### src/assert_macros.svh
// assertion macros shared by the rule table builder modules
`ifndef ASSERT_MACROS_SVH
`define ASSERT_MACROS_SVH

`ifndef NO_ASSERTIONS

// same-cycle implication
`define LRTB_ASSERT_IMPL(label, clk, rst, ante, cons, msg) \
   label: assert property (@(posedge clk) disable iff (rst) (ante) |-> (cons)) else $error(msg);

// next-cycle implication
`define LRTB_ASSERT_NEXT(label, clk, rst, ante, cons, msg) \
   label: assert property (@(posedge clk) disable iff (rst) (ante) |=> (cons)) else $error(msg);

`else

`define LRTB_ASSERT_IMPL(label, clk, rst, ante, cons, msg)

`define LRTB_ASSERT_NEXT(label, clk, rst, ante, cons, msg)

`endif

`endif

### src/lrtb_pkg.sv
// types and constants of the rule table builder
package lrtb_pkg;

   localparam int RULE_DEPTH  = 4096;
   localparam int CODE_BITS   = 20;
   localparam int IDX_BITS    = $clog2(RULE_DEPTH);
   localparam int ID_BITS     = IDX_BITS + 1;
   localparam int QUEUE_DEPTH = 4;
   localparam int QPTR_BITS   = $clog2(QUEUE_DEPTH);

   typedef struct packed {
      logic [CODE_BITS-1:0] code;
      logic                 stream_start;
   } req_type;

   typedef struct packed {
      logic [IDX_BITS-1:0]  rule_index;
      logic [CODE_BITS-1:0] prefix_code;
      logic [CODE_BITS-1:0] first_word;
      logic                 table_full;
   } rsp_type;

   // start of stream, terminal word, rule already defined, rule not yet defined
   typedef enum logic [1:0] {
      KIND_START,
      KIND_WORD,
      KIND_HIT,
      KIND_MISS
   } kind_type;

   typedef struct packed {
      kind_type             kind;
      logic [CODE_BITS-1:0] code;
      logic [CODE_BITS-1:0] prefix;
      logic [IDX_BITS-1:0]  idx;
      logic                 full;
   } op_type;

endpackage

### src/lrtb_front.sv
// front end: accepts codes, tracks rule ids and classifies each item
`include "assert_macros.svh"

module lrtb_front import lrtb_pkg::*; (
   input  logic    clock,
   input  logic    reset,
   input  logic    req_valid,
   output logic    req_stall,
   input  req_type req_item,
   output logic    q_push,
   output op_type  q_data,
   input  logic    q_full
);

   logic [ID_BITS-1:0]   next_id_ff;
   logic [ID_BITS-1:0]   next_id_in;
   logic [CODE_BITS-1:0] prev_code_ff;
   logic [CODE_BITS-1:0] prev_code_in;
   logic                 accept;
   logic                 full;

   assign req_stall = q_full;
   assign accept    = req_valid && !q_full;
   assign full      = next_id_ff >= ID_BITS'(RULE_DEPTH);

   always_comb begin
      q_data.code   = req_item.code;
      q_data.prefix = prev_code_ff;
      q_data.idx    = IDX_BITS'(next_id_ff);
      q_data.full   = full;
      if (req_item.stream_start) begin
         q_data.kind = KIND_START;
      end else if (64'(req_item.code) >= 64'(RULE_DEPTH)) begin
         q_data.kind = KIND_WORD;
      end else if (64'(req_item.code) < 64'(next_id_ff)) begin
         q_data.kind = KIND_HIT;
      end else begin
         // code not defined yet, the previous first terminal stands in
         q_data.kind = KIND_MISS;
      end
   end

   always_comb begin
      next_id_in   = next_id_ff;
      prev_code_in = prev_code_ff;
      if (accept) begin
         prev_code_in = req_item.code;
         if (req_item.stream_start) begin
            next_id_in = '0;
         end else if (!full) begin
            next_id_in = next_id_ff + ID_BITS'(1);
         end
      end
   end

   always_ff @(posedge clock) begin
      if (reset) begin
         next_id_ff   <= '0;
         prev_code_ff <= '0;
      end else begin
         next_id_ff   <= next_id_in;
         prev_code_ff <= prev_code_in;
      end
   end

   assign q_push = accept;

   `LRTB_ASSERT_NEXT(a_start_clears_id, clock, reset, accept && req_item.stream_start, next_id_ff == '0, "rule id not cleared at stream start")
   `LRTB_ASSERT_IMPL(a_id_in_range, clock, reset, 1'b1, next_id_ff <= ID_BITS'(RULE_DEPTH), "rule id beyond table depth")

endmodule

### config.mk
export PLATFORM = sky130hd
export DESIGN_NAME = lrtb_front
export DESIGN_NICKNAME = d
export VERILOG_FILES = /design/src/lrtb_pkg.sv /design/src/lrtb_front.sv
export VERILOG_INCLUDE_DIRS = /design/src /design/src/src
export SDC_FILE = /design/constraint.sdc
export NUM_CORES = 1
export LEC_CHECK = 0
export BUFFER_PORTS_ARGS = -buffer_cell sky130_fd_sc_hd__buf_2
export CAP_MARGIN = 20
export CORE_MARGIN = 3
export CORE_UTILIZATION = 51
export CTS_BUF_LIST = sky130_fd_sc_hd__clkbuf_16
export DETAILED_ROUTE_END_ITERATION = 8
export HOLD_SLACK_MARGIN = 0.15
export PLACE_DENSITY = 0.94
export SYNTH_ARGS = -nofsm -noshare
export SYNTH_HDL_FRONTEND = slang
export SYNTH_SLANG_ARGS = --single-unit
### constraint.sdc
create_clock -name clock -period 5.3 [get_ports clock]
set_clock_uncertainty 0.15 [all_clocks]
set_input_delay 1.06 -clock clock [delete_from_list [all_inputs] [get_ports clock]]
set_output_delay 1.06 -clock clock [all_outputs]
set_load 0.02 [all_outputs]
* After elaboration in Yosys (flattened, before gate mapping)
Index checks and enable logic that the tools add are counted.
Storage, ports and cells: register bits after elaboration 33, input port bits 25, output and inout bits 57
Cells by class: reduce and logical (&&, ||, !) cells 3, $lt $le $gt $ge 3, eq/ne operators 1, $add $sub $neg 1, mux-type cells 5
Operators with widths (number):
- $mux W13 | 2
- $ge A20 B13 Y1 const B | 1
- $lt A20 B13 Y1 | 1
- $add A13 B1 Y13 const B | 1
- $ge A13 B13 Y1 const B | 1
- $mux W2 | 2
- $ne A2 B2 Y1 const B | 1
- $reduce_and A2 Y1 | 1
- $logic_and A1 B1 Y1 | 1
- $logic_not A1 Y1 | 1
- $mux W1 | 1

* Logic depth before layout (Yosys ltp)
word-level depth 4, depth in mapped cells 6, mapped depth without buffers 6

* Worst setup path after synthesis
OpenSTA, ideal clock, no wires.
kind input port to output port, start input req_item[8] (netlist bit), end output q_data[53] (netlist bit), arrival 2.225 ns, buffers on the path 0, cell stages on the path 5, slack 1.865 ns, data required time 4.090 ns, path through ha_1 -> nand2_1 -> nor3_1 -> a21oi_1 -> o31ai_1
RTL lines:
- start: declaration | RTL line lrtb_front.sv:9 | input req_type req_item,
- end: declaration | RTL line lrtb_front.sv:11 | output op_type q_data,

==> key figures <==
Outcome
  – Outcome: finished, final reports clean

Timing
  – Fmax: 283.0 MHz
  – Final worst-path cycle share: 0.6666
  – Final Hold Viols: 0
  – Tightest Pin Transition: 945.3 ps
  – Setup TNS: 0 ps
  – Slew Viols, Final: 0
  – RSZ-0062 raised after global routing: no
  – Minimum clock period: 3533 ps
  – Final setup violation count: 0
  – Slew headroom: 0.3698

Yosys
  – Syn nets: 283
  – Cells after synthesis: 244
  – Register bit total from synthesis: 33
  – Post-Syn Area per Cell: 7.820 µm²
  – Synth Cell Area: 1908 µm²
  – Yosys warnings: 0
  – Synth Flop Type: dfxtp_1
  – Synth unique cells: 28
  – EDFF count, synth: 0
  – Post-synthesis sequential area ratio: 0.3462
  – Asr flop ratio synth: 0

Placement
  – Routability-driven placement congestion ratio: 0.8465
  – Placed instance count: 328
  – Post-DP HPWL: 3413 µm
  – IO buf count: 81

Finish
  – Ant diodes: 0
  – Filler instances: 293
  – Finished Layout Cells: 336
  – Layout Nets: 328
  – Commonest non-fill, non-tap cell in the layout: buf_2
  – Layout cells sized above 1: 0.3172
  – Area grow syn2layout: 15.80%
  – Most frequent cells in the layout: buf_2 (81), nand2_1 (47), dfxtp_1 (33), a21oi_1 (31), inv_1 (15)

Routing
  – TritonRoute pass-1 iters: 4
  – Routed Antenna Nets: 0
  – DR iter-0 viols: 136
  – Vias: 1744
  – DR WL/cell: 13.69 µm
  – Post-Route WL: 4601 µm
  – Post-route DRC: 0
  – Post-DR vias/cell: 5.190

GRT
  – Vias in the first global route: 1454
  – Initial antenna violation count: 0
  – Largest net degree at the start of global routing: 26
  – Remaining global-route overflow: 0
  – First-pass GRT wire length: 6872 µm
  – All-Layer GR Usage: 0.2038

Critical path
  – Critical path endpoint category: output pin
  – Critical path data arrival time: 2320 ps
  – Setup Crit Path Kind: primary input to output pin
  – Crit-path max FO: 3
  – CP Launch Type: primary input
  – WP data required: 4090 ps
  – CP startpoint: req_item[8]
  – Critical R2R Launch: next_id_ff[12]

Die
  – Rows: 21
  – Initial Util: 0.5501
  – Die Ht: 67.17 µm
  – Die width: 67.17 µm
  – I/O pin total: 82
  – Core box area: 3468 µm²
  – DIE AREA: 4511 µm²

Min path
  – HP Start: prev_code_ff[2]
  – Hold Crit Class: flop to flop

Clock network
  – Hold-fix buffers, CTS: 0
  – TritonCTS clock tree: yes
  – CTS sink count: 33
  – Root buf cell: clkbuf_16
  – Worst-path clk slew: 50 ps
  – Setup Buffers After CTS: 0
  – CTS-repair resized insts: 0
  – TritonCTS Buffers: 5
  – H-tree levels: 2
  – Bufs on Longest Clock Path: 2
  – Clock latency on the worst-skew pair: 280 ps

Power
  – PD cells: 281.6 nW/µm²
  – Total leakage power: 1.003 nW
  – Switching pwr: 165.2 µW
  – Comb pwr share: 0.143
  – Clock share of power: 0.439
  – Maximum vdd drop: 0.1321 mV
  – Total internal power: 456.9 µW
  – Total power draw: 622.1 µW
  – Sequential share of power: 0.418
  – Switching Fraction: 0.2656

Run
  – Maxcap violations: 0
-- stage by stage --
step,util,hold slack [ps],instance area [µm²],worst slack [ps]
detailed placement,0.5970,294.2,2071,1778
floorplan,-,312.6,1908,1865
global route,0.6371,315.8,2210,1689
CTS,0.6371,301.4,2210,1779
finish,0.6371,299.8,2210,1767
global placement,0.5970,288.7,2071,1842
-- flip-flops by register name, summed over array words and instances (netlist names) --
signal        count
prev_code_ff     20
next_id_ff       13
-- final timing paths --
kind         depth (start not counted)  slack (ps)         endpoint
min                                  2         300  prev_code_ff[2]
max                                  7        1770       q_data[53]
max reg2reg                          4        3390    next_id_ff[9]
min reg2reg                          2         300  prev_code_ff[2]
-- power groups by stage --
stage	clock network [mW]	logic [mW]	registers (mW)
floorplan	0	0.0556	0.274
global placement	0	0.0859	0.265
detailed placement	0	0.0881	0.266
CTS	0.276	0.0889	0.260
global route	0.288	0.0980	0.261
finish	0.273	0.0890	0.260
-- critical path, cell delays in order --
cell and delay, ps:
buf_2 110, ha_1 290, nand2_1 70, nor3_1 210, a21oi_1 120, o31ai_1 260, buf_2 210
-- layout make-up --
cell class,instances,area [µm²],area share
Inverter,14,52.55,0.02378
Sequential cell,33,660.6,0.2990
Clock buffer,5,125.1,0.05663
Tap cell,46,57.56,0.02605
Multi-Input combinational cell,153,887.1,0.4015
Timing Repair Buffer,82,412.9,0.1869
Clock inverter,3,13.76,0.006229
-- routing by layer --
metal  wire length, µm  GRT usage  vias to the layer above
met2              2150     0.3239                       92
met5                 0          0                        -
met3               387    0.04825                       18
met1              1864     0.2523                      763
li1                  -          -                      871
met4               199     0.1139                        0
-- Yosys cell counts, drive strengths merged (2+ instances only) --
| cell | count | area, µm² |
|---|---|---|
| a21oi | 31 | 155.2 |
| or4 | 2 | 15.01 |
| nand4b | 2 | 17.52 |
| xnor2 | 8 | 70.07 |
| o31ai | 2 | 15.01 |
| inv | 14 | 52.55 |
| buf | 36 | 277.8 |
| dfxtp | 33 | 660.6 |
| nor3 | 4 | 20.02 |
| clkbuf | 8 | 30.03 |
| nand3 | 2 | 10.01 |
| ha | 14 | 175.2 |
| o21ai | 5 | 25.02 |
| nor2b | 3 | 18.77 |
| nor2 | 13 | 48.80 |
| nor4 | 8 | 50.05 |
| nand2 | 47 | 176.4 |
| nand4 | 3 | 18.77 |
-- kinds of logic (layout without fill, tap and decap cells) --
logic type	count (synthesis)	after routing	synth area share
buf+inv	58	104	0.1888
compound gates	41	41	0.1141
xor+xnor	8	8	0.03672
flops	33	33	0.3462
simple gates	89	89	0.2164
fa+ha+maj	14	14	0.09180
mux	1	1	0.005901
Power figures use the tool's default switching activity.
