File: src/assert_macros.svh
// assertion macros shared by the rule table builder modules
`ifndef ASSERT_MACROS_SVH
`define ASSERT_MACROS_SVH

`ifndef NO_ASSERTIONS

// same-cycle implication
`define LRTB_ASSERT_IMPL(label, clk, rst, ante, cons, msg) \
   label: assert property (@(posedge clk) disable iff (rst) (ante) |-> (cons)) else $error(msg);

// next-cycle implication
`define LRTB_ASSERT_NEXT(label, clk, rst, ante, cons, msg) \
   label: assert property (@(posedge clk) disable iff (rst) (ante) |=> (cons)) else $error(msg);

`else

`define LRTB_ASSERT_IMPL(label, clk, rst, ante, cons, msg)

`define LRTB_ASSERT_NEXT(label, clk, rst, ante, cons, msg)

`endif

`endif

File: src/lrtb_pkg.sv
// types and constants of the rule table builder
package lrtb_pkg;

   localparam int RULE_DEPTH  = 4096;
   localparam int CODE_BITS   = 20;
   localparam int IDX_BITS    = $clog2(RULE_DEPTH);
   localparam int ID_BITS     = IDX_BITS + 1;
   localparam int QUEUE_DEPTH = 4;
   localparam int QPTR_BITS   = $clog2(QUEUE_DEPTH);

   typedef struct packed {
      logic [CODE_BITS-1:0] code;
      logic                 stream_start;
   } req_type;

   typedef struct packed {
      logic [IDX_BITS-1:0]  rule_index;
      logic [CODE_BITS-1:0] prefix_code;
      logic [CODE_BITS-1:0] first_word;
      logic                 table_full;
   } rsp_type;

   // start of stream, terminal word, rule already defined, rule not yet defined
   typedef enum logic [1:0] {
      KIND_START,
      KIND_WORD,
      KIND_HIT,
      KIND_MISS
   } kind_type;

   typedef struct packed {
      kind_type             kind;
      logic [CODE_BITS-1:0] code;
      logic [CODE_BITS-1:0] prefix;
      logic [IDX_BITS-1:0]  idx;
      logic                 full;
   } op_type;

endpackage

File: src/lrtb_queue.sv
// short queue of classified items between front and back
`include "assert_macros.svh"

module lrtb_queue import lrtb_pkg::*; (
   input  logic   clock,
   input  logic   reset,
   input  logic   push,
   input  op_type push_data,
   output logic   full,
   input  logic   pop,
   output logic   head_valid,
   output op_type head
);

   op_type               entry_ff [QUEUE_DEPTH];
   logic [QPTR_BITS-1:0] wr_ptr_ff;
   logic [QPTR_BITS-1:0] rd_ptr_ff;
   logic [QPTR_BITS:0]   count_ff;
   logic                 do_push;
   logic                 do_pop;

   assign full       = count_ff == (QPTR_BITS+1)'(QUEUE_DEPTH);
   assign head_valid = count_ff != '0;
   assign head       = entry_ff[rd_ptr_ff];
   assign do_push    = push && !full;
   assign do_pop     = pop && head_valid;

   always_ff @(posedge clock) begin
      if (do_push) begin
         entry_ff[wr_ptr_ff] <= push_data;
      end
   end

   always_ff @(posedge clock) begin
      if (reset) begin
         wr_ptr_ff <= '0;
         rd_ptr_ff <= '0;
         count_ff  <= '0;
      end else begin
         if (do_push) begin
            wr_ptr_ff <= wr_ptr_ff + QPTR_BITS'(1);
         end
         if (do_pop) begin
            rd_ptr_ff <= rd_ptr_ff + QPTR_BITS'(1);
         end
         if (do_push && !do_pop) begin
            count_ff <= count_ff + (QPTR_BITS+1)'(1);
         end else if (do_pop && !do_push) begin
            count_ff <= count_ff - (QPTR_BITS+1)'(1);
         end
      end
   end

   `LRTB_ASSERT_IMPL(a_count_bound, clock, reset, 1'b1, count_ff <= (QPTR_BITS+1)'(QUEUE_DEPTH), "queue count overflow")

endmodule

File: config.mk
export PLATFORM = sky130hd
export DESIGN_NAME = lrtb_queue
export DESIGN_NICKNAME = d
export VERILOG_FILES = /design/src/lrtb_pkg.sv /design/src/lrtb_queue.sv
export VERILOG_INCLUDE_DIRS = /design/src /design/src/src
export SDC_FILE = /design/constraint.sdc
export NUM_CORES = 1
export LEC_CHECK = 0
export ABC_CLOCK_PERIOD_IN_PS = 4370
export BUFFER_PORTS_ARGS = -buffer_cell sky130_fd_sc_hd__buf_4
export CAP_MARGIN = 20
export CORE_UTILIZATION = 50
export CTS_BUF_LIST = sky130_fd_sc_hd__clkbuf_8 sky130_fd_sc_hd__clkbuf_16
export DETAILED_ROUTE_END_ITERATION = 7
export PLACE_DENSITY = 0.78
export SETUP_SLACK_MARGIN = 0.15
export SKIP_LAST_GASP = 1
export SLEW_MARGIN = 15
export SYNTH_ARGS = -nofsm -noshare
export SYNTH_HDL_FRONTEND = slang
export SYNTH_SLANG_ARGS = --single-unit
File: constraint.sdc
create_clock -name clock -period 4.37 [get_ports clock]
set_clock_uncertainty 0.05 [all_clocks]
set_input_delay 0.2185 -clock clock [delete_from_list [all_inputs] [get_ports clock]]
set_output_delay 0.2185 -clock clock [all_outputs]
set_load 0.005 [all_outputs]
-- Word-level counts from Yosys, hierarchy flattened
Memories as Yosys holds them, arrays and structs flattened. A register that Yosys moved wholly into a read port is not among the register bits.
Index checks and enable logic that the tools add are counted.
- flip-flop bits (word level): 7
- bits in writable memories: 220
- bits of input ports: 59
- output and inout port bits: 57
- logic and storage cells: 24
- memories kept: 1
- add/subtract/negate cells: 4
- equality and inequality tests: 1
- mux-type cells: 6
- reduce and logical (&&, ||, !) cells: 9
- memory list (name ; words ; bits a word ; read ports ; clocked after Yosys merged registers in ; wr ports ; line ; RTL):
    entry_ff ; 4 ; 55 ; 1 ; 1 ; 1 ; lrtb_queue.sv:15 ; op_type entry_ff [QUEUE_DEPTH];
- operators by type and width (cell ; number):
    $mux 3 ; 2
    $add 2x1->2 const B ; 2
    $logic_and 1x1->1 ; 4
    $mux 2 ; 2
    $add 3x1->3 const B ; 1
    $eq 3x3->1 const B ; 1
    $logic_not 1->1 ; 3
    $reduce_bool 3->1 ; 1
    $sub 3x1->3 const B ; 1
    $mux 1 ; 2
    $reduce_bool 2->1 ; 1

-- Longest topological paths before layout
- word-level depth: 7
- gate-level depth with buffers: 8
- gate-level depth less buffers: 8

-- Least setup slack after synthesis
Ideal clock, no wire load.
- kind: reg-to-reg
- from: reg count_ff[0]
- to: mem entry_ff[0][0] (netlist name), enable pin
- setup time: 418 ps
- arrival time: 2138 ps
- data required time: 3902 ps
- slack: 1764 ps
- stages on the path, launching flop included: 4
- buffers on the path: 0
- period minus slack after synthesis: 2606 ps
- path through: dfxtp_1 -> nor3b_2 -> nor2_1 -> and2_1
- word-level cells in the longest chain between the ends: 5
- ends and longest elaborated chain (element ; line ; RTL):
    start: declaration ; lrtb_queue.sv:18 ; logic [QPTR_BITS:0] count_ff;
    start signal: assignment ; lrtb_queue.sv:47 ; count_ff <= count_ff + (QPTR_BITS+1)'(1);
    start signal: assignment ; lrtb_queue.sv:49 ; count_ff <= count_ff - (QPTR_BITS+1)'(1);
    $eq 3x3->1 ; lrtb_queue.sv:22 ; assign full = count_ff == (QPTR_BITS+1)'(QUEUE_DEPTH);
    net full ; lrtb_queue.sv:9 ; output logic full,
    $logic_not 1->1 ; lrtb_queue.sv:25 ; assign do_push = push && !full;
    $logic_and 1x1->1 ; lrtb_queue.sv:25 ;
    net do_push ; lrtb_queue.sv:19 ; logic do_push;
    $mux 1 ; lrtb_queue.sv:29 ; if (do_push) begin
    $mux 1 (implied by the code) ; lrtb_queue.sv:30 ; entry_ff[wr_ptr_ff] <= push_data;
    end: declaration ; lrtb_queue.sv:15 ;
The timed path passes the listed nets, and every way through them passes these cells.

==> flow_summary.ini <==
[worst_setup_path]
regToRegSetupSlack_ns = 1.93
critical_path_required_ns = 4.10
cp_slowest_cell = dfxtp_4
path_max_fanout = 45
crit_chain = buf_4, mux4_2, buf_4
cp_slowest_stage_delay_ns = 0.91
cp-end-kind = output pin
cp.arrival_ns = 2.56
path_class = reg -> out
critPathBufInv = 2
cp_common_cell = buf_4
start_kind = register
path_delay_family = flip-flops

[grt]
grt_max_degree = 56
grt_pass1_wl_um = 22200
grt_antenna_before_repair = 1
grt_usage_pct = 16.6
grt_overflow_total = 0
grt_pass1_vias = 4310

[placement]
dpl_cell_area_um2 = 9520
place.gp.congestion = 0.687
dp_worst_setup_slack_ns = 1.96
place_inst = 660
hpwl_um = 7980
portBuffers = 115

[drt]
antenna_left = 0
drt_iter0_markers = 177
wl_met2_um = 7160
drc = 0
num_vias = 3971
via_per_inst = 5.24
wl_met3_um = 774
wl_per_cell_um = 18.7
firstDrtPassIters = 4
drt_wl_total_um = 14200
dr.max_layer_used = met4
wl_met1_um = 6020

[logic_synthesis]
async_flop_share_pct = 0
syn-num-nets = 400
synthXorXnorAreaFrac_pct = 0.413
synthMuxAreaShare_pct = 15.1
synthFlopType = edfxtp_1
syn_area_um2 = 8470
synth.top_cell.area_share_pct = 78.0
synth_edf_count = 220
netlist-cell-type-count = 23
synthSimpleGateAreaFrac_pct = 1.08
synth_seq_cells = 229
synth_top_family_by_area = multiplexers
avgSynthCellArea_um2 = 25.3
synth.most_common_cell = edfxtp_1
synth-compound-area-share_pct = 0.487
synth_fa_ha_area_share_pct = 0.974
synth_area_leader_cell = edfxtp_1
yosysSeqAreaShare_pct = 80.1
synth.top_cells.by_count = edfxtp_1 (220), mux4_2 (50), dfxtp_1 (9)
syn_inst = 335
synth.area.top_cells = edfxtp_1 (78%), mux4_2 (13%), dfxtp_1 (2.1%)
yosys_warnings = 0

[sta]
tightest_slew_ns = 0.916
rsz0062_at_grt = false
hold_ws_ns = 0.0514
slew_headroom_pct = 39.0
fmax_ghz = 0.354
fin_setup_tns_ns = 0
worst_slack_ns = 1.55
hold_viol = 0
period_share_pct = 64.6
slew_viol_final = 0
setup_viol = 0
fin_crit_ns = 2.82

[min_path]
holdCritPathClass = in -> reg

[clock_tree]
post_cts_buffers = 0
cts_sinks = 229
cts_tree = yes
clockBufferDepth = 3
h-tree-depth = 1
cts_buffers = 23
insertion_delay_ns = 0.49
clkTransAtPathRegs_ns = 0.06
cts_root_buffer = clkbuf_16

[floorplan]
start_util_pct = 51.1
core_um2 = 16600
die_h_um = 132
die_w_um = 132
io_pins = 116
std_cell_rows = 47
dieArea_um2 = 17500

[pwr]
p_leak_nw = 3.72
pwr_density_cell_nw_per_um2 = 543
finalPower_mw = 5.85
peakVddDrop_uv = 358

[finish]
area_growth_pct = 27.2
final_nets = 586
fillers = 1138
instances_no_fill = 758
drive_above_1_share_pct = 38.5
fin_area_um2 = 10800
fin_util_pct = 65.0

[flow_run]
cap_violations = 0

[outcome]
outcome = finished, final reports clean
repair_timing:
action,CTS,global route
hold buffers,56,0
gates resized for setup,0,0
hold endpoints to repair,228,0
routing by layer:
layer / up-vias / track usage [%]
li1: 1793 / -
met1: 2033 / 21.2
met2: 123 / 28.8
met3: 22 / 3.31
met4: 0 / 5.17
met5: - / 0
layout by cell type, fill, tap and decap left out, types with 3 or more instances in the layout:
cell	n
dfxtp_1	7
ha_1	5
mux4_1	5
inv_1	12
buf_4	117
clkinv_2	5
dlygate4sd3_1	56
edfxtp_1	220
xor2_1	4
or3_1	3
clkbuf_16	23
and2_4	4
mux4_2	50
nor2_1	6
registers in the layout, indices dropped and copies added (netlist names), named ones only:
signal     count
count_ff       3
wr_ptr_ff      2
rd_ptr_ff      2
entry_ff     220
worst reg2reg max path, cell delays in order, from the launching register on:
cell,delay (ns)
dfxtp_1,0.49
nor3b_2,0.11
nor2_1,0.37
ha_1,0.27
inv_1,0.06
fa_1,0.38
xor2_1,0.16
or3_1,0.30
a21oi_1,0.17
worst paths after layout:
check | start | cells after the start | end
max | register | 3 | head[41]
min | push | 4 | wr_ptr_ff[0]$_SDFFE_PP0P_
max reg2reg | count_ff[0]$_SDFFE_PP0P_ | 8 | count_ff[2]$_SDFFE_PP0P_
min reg2reg | wr_ptr_ff[1]$_SDFFE_PP0P_ | 2 | wr_ptr_ff[1]$_SDFFE_PP0P_
cell families after synthesis:
logic type      Yosys count
fa+ha+maj                 6
flops                   229
compound gates            6
mux                      57
simple gates             16
xor+xnor                  4
buf+inv                  17
cell type report:
| cell class | count | area [um2] | area share [%] |
|---|---|---|---|
| Timing Repair Buffer | 174 | 1460 | 13.5 |
| Antenna cell | 1 | 2.50 | 0.0232 |
| Clock inverter | 16 | 92.6 | 0.859 |
| Tap cell | 220 | 275 | 2.55 |
| Clock buffer | 25 | 603 | 5.60 |
| Sequential cell | 229 | 6790 | 63.0 |
| Multi-Input combinational cell | 89 | 1540 | 14.3 |
| Inverter | 4 | 15.0 | 0.139 |
power breakdown:
part           switching (mW)  internal, mW
registers               0.178          2.65
clock network           0.749          1.04
logic                   0.459         0.779
No activity file was read; power rests on OpenSTA's default activity.
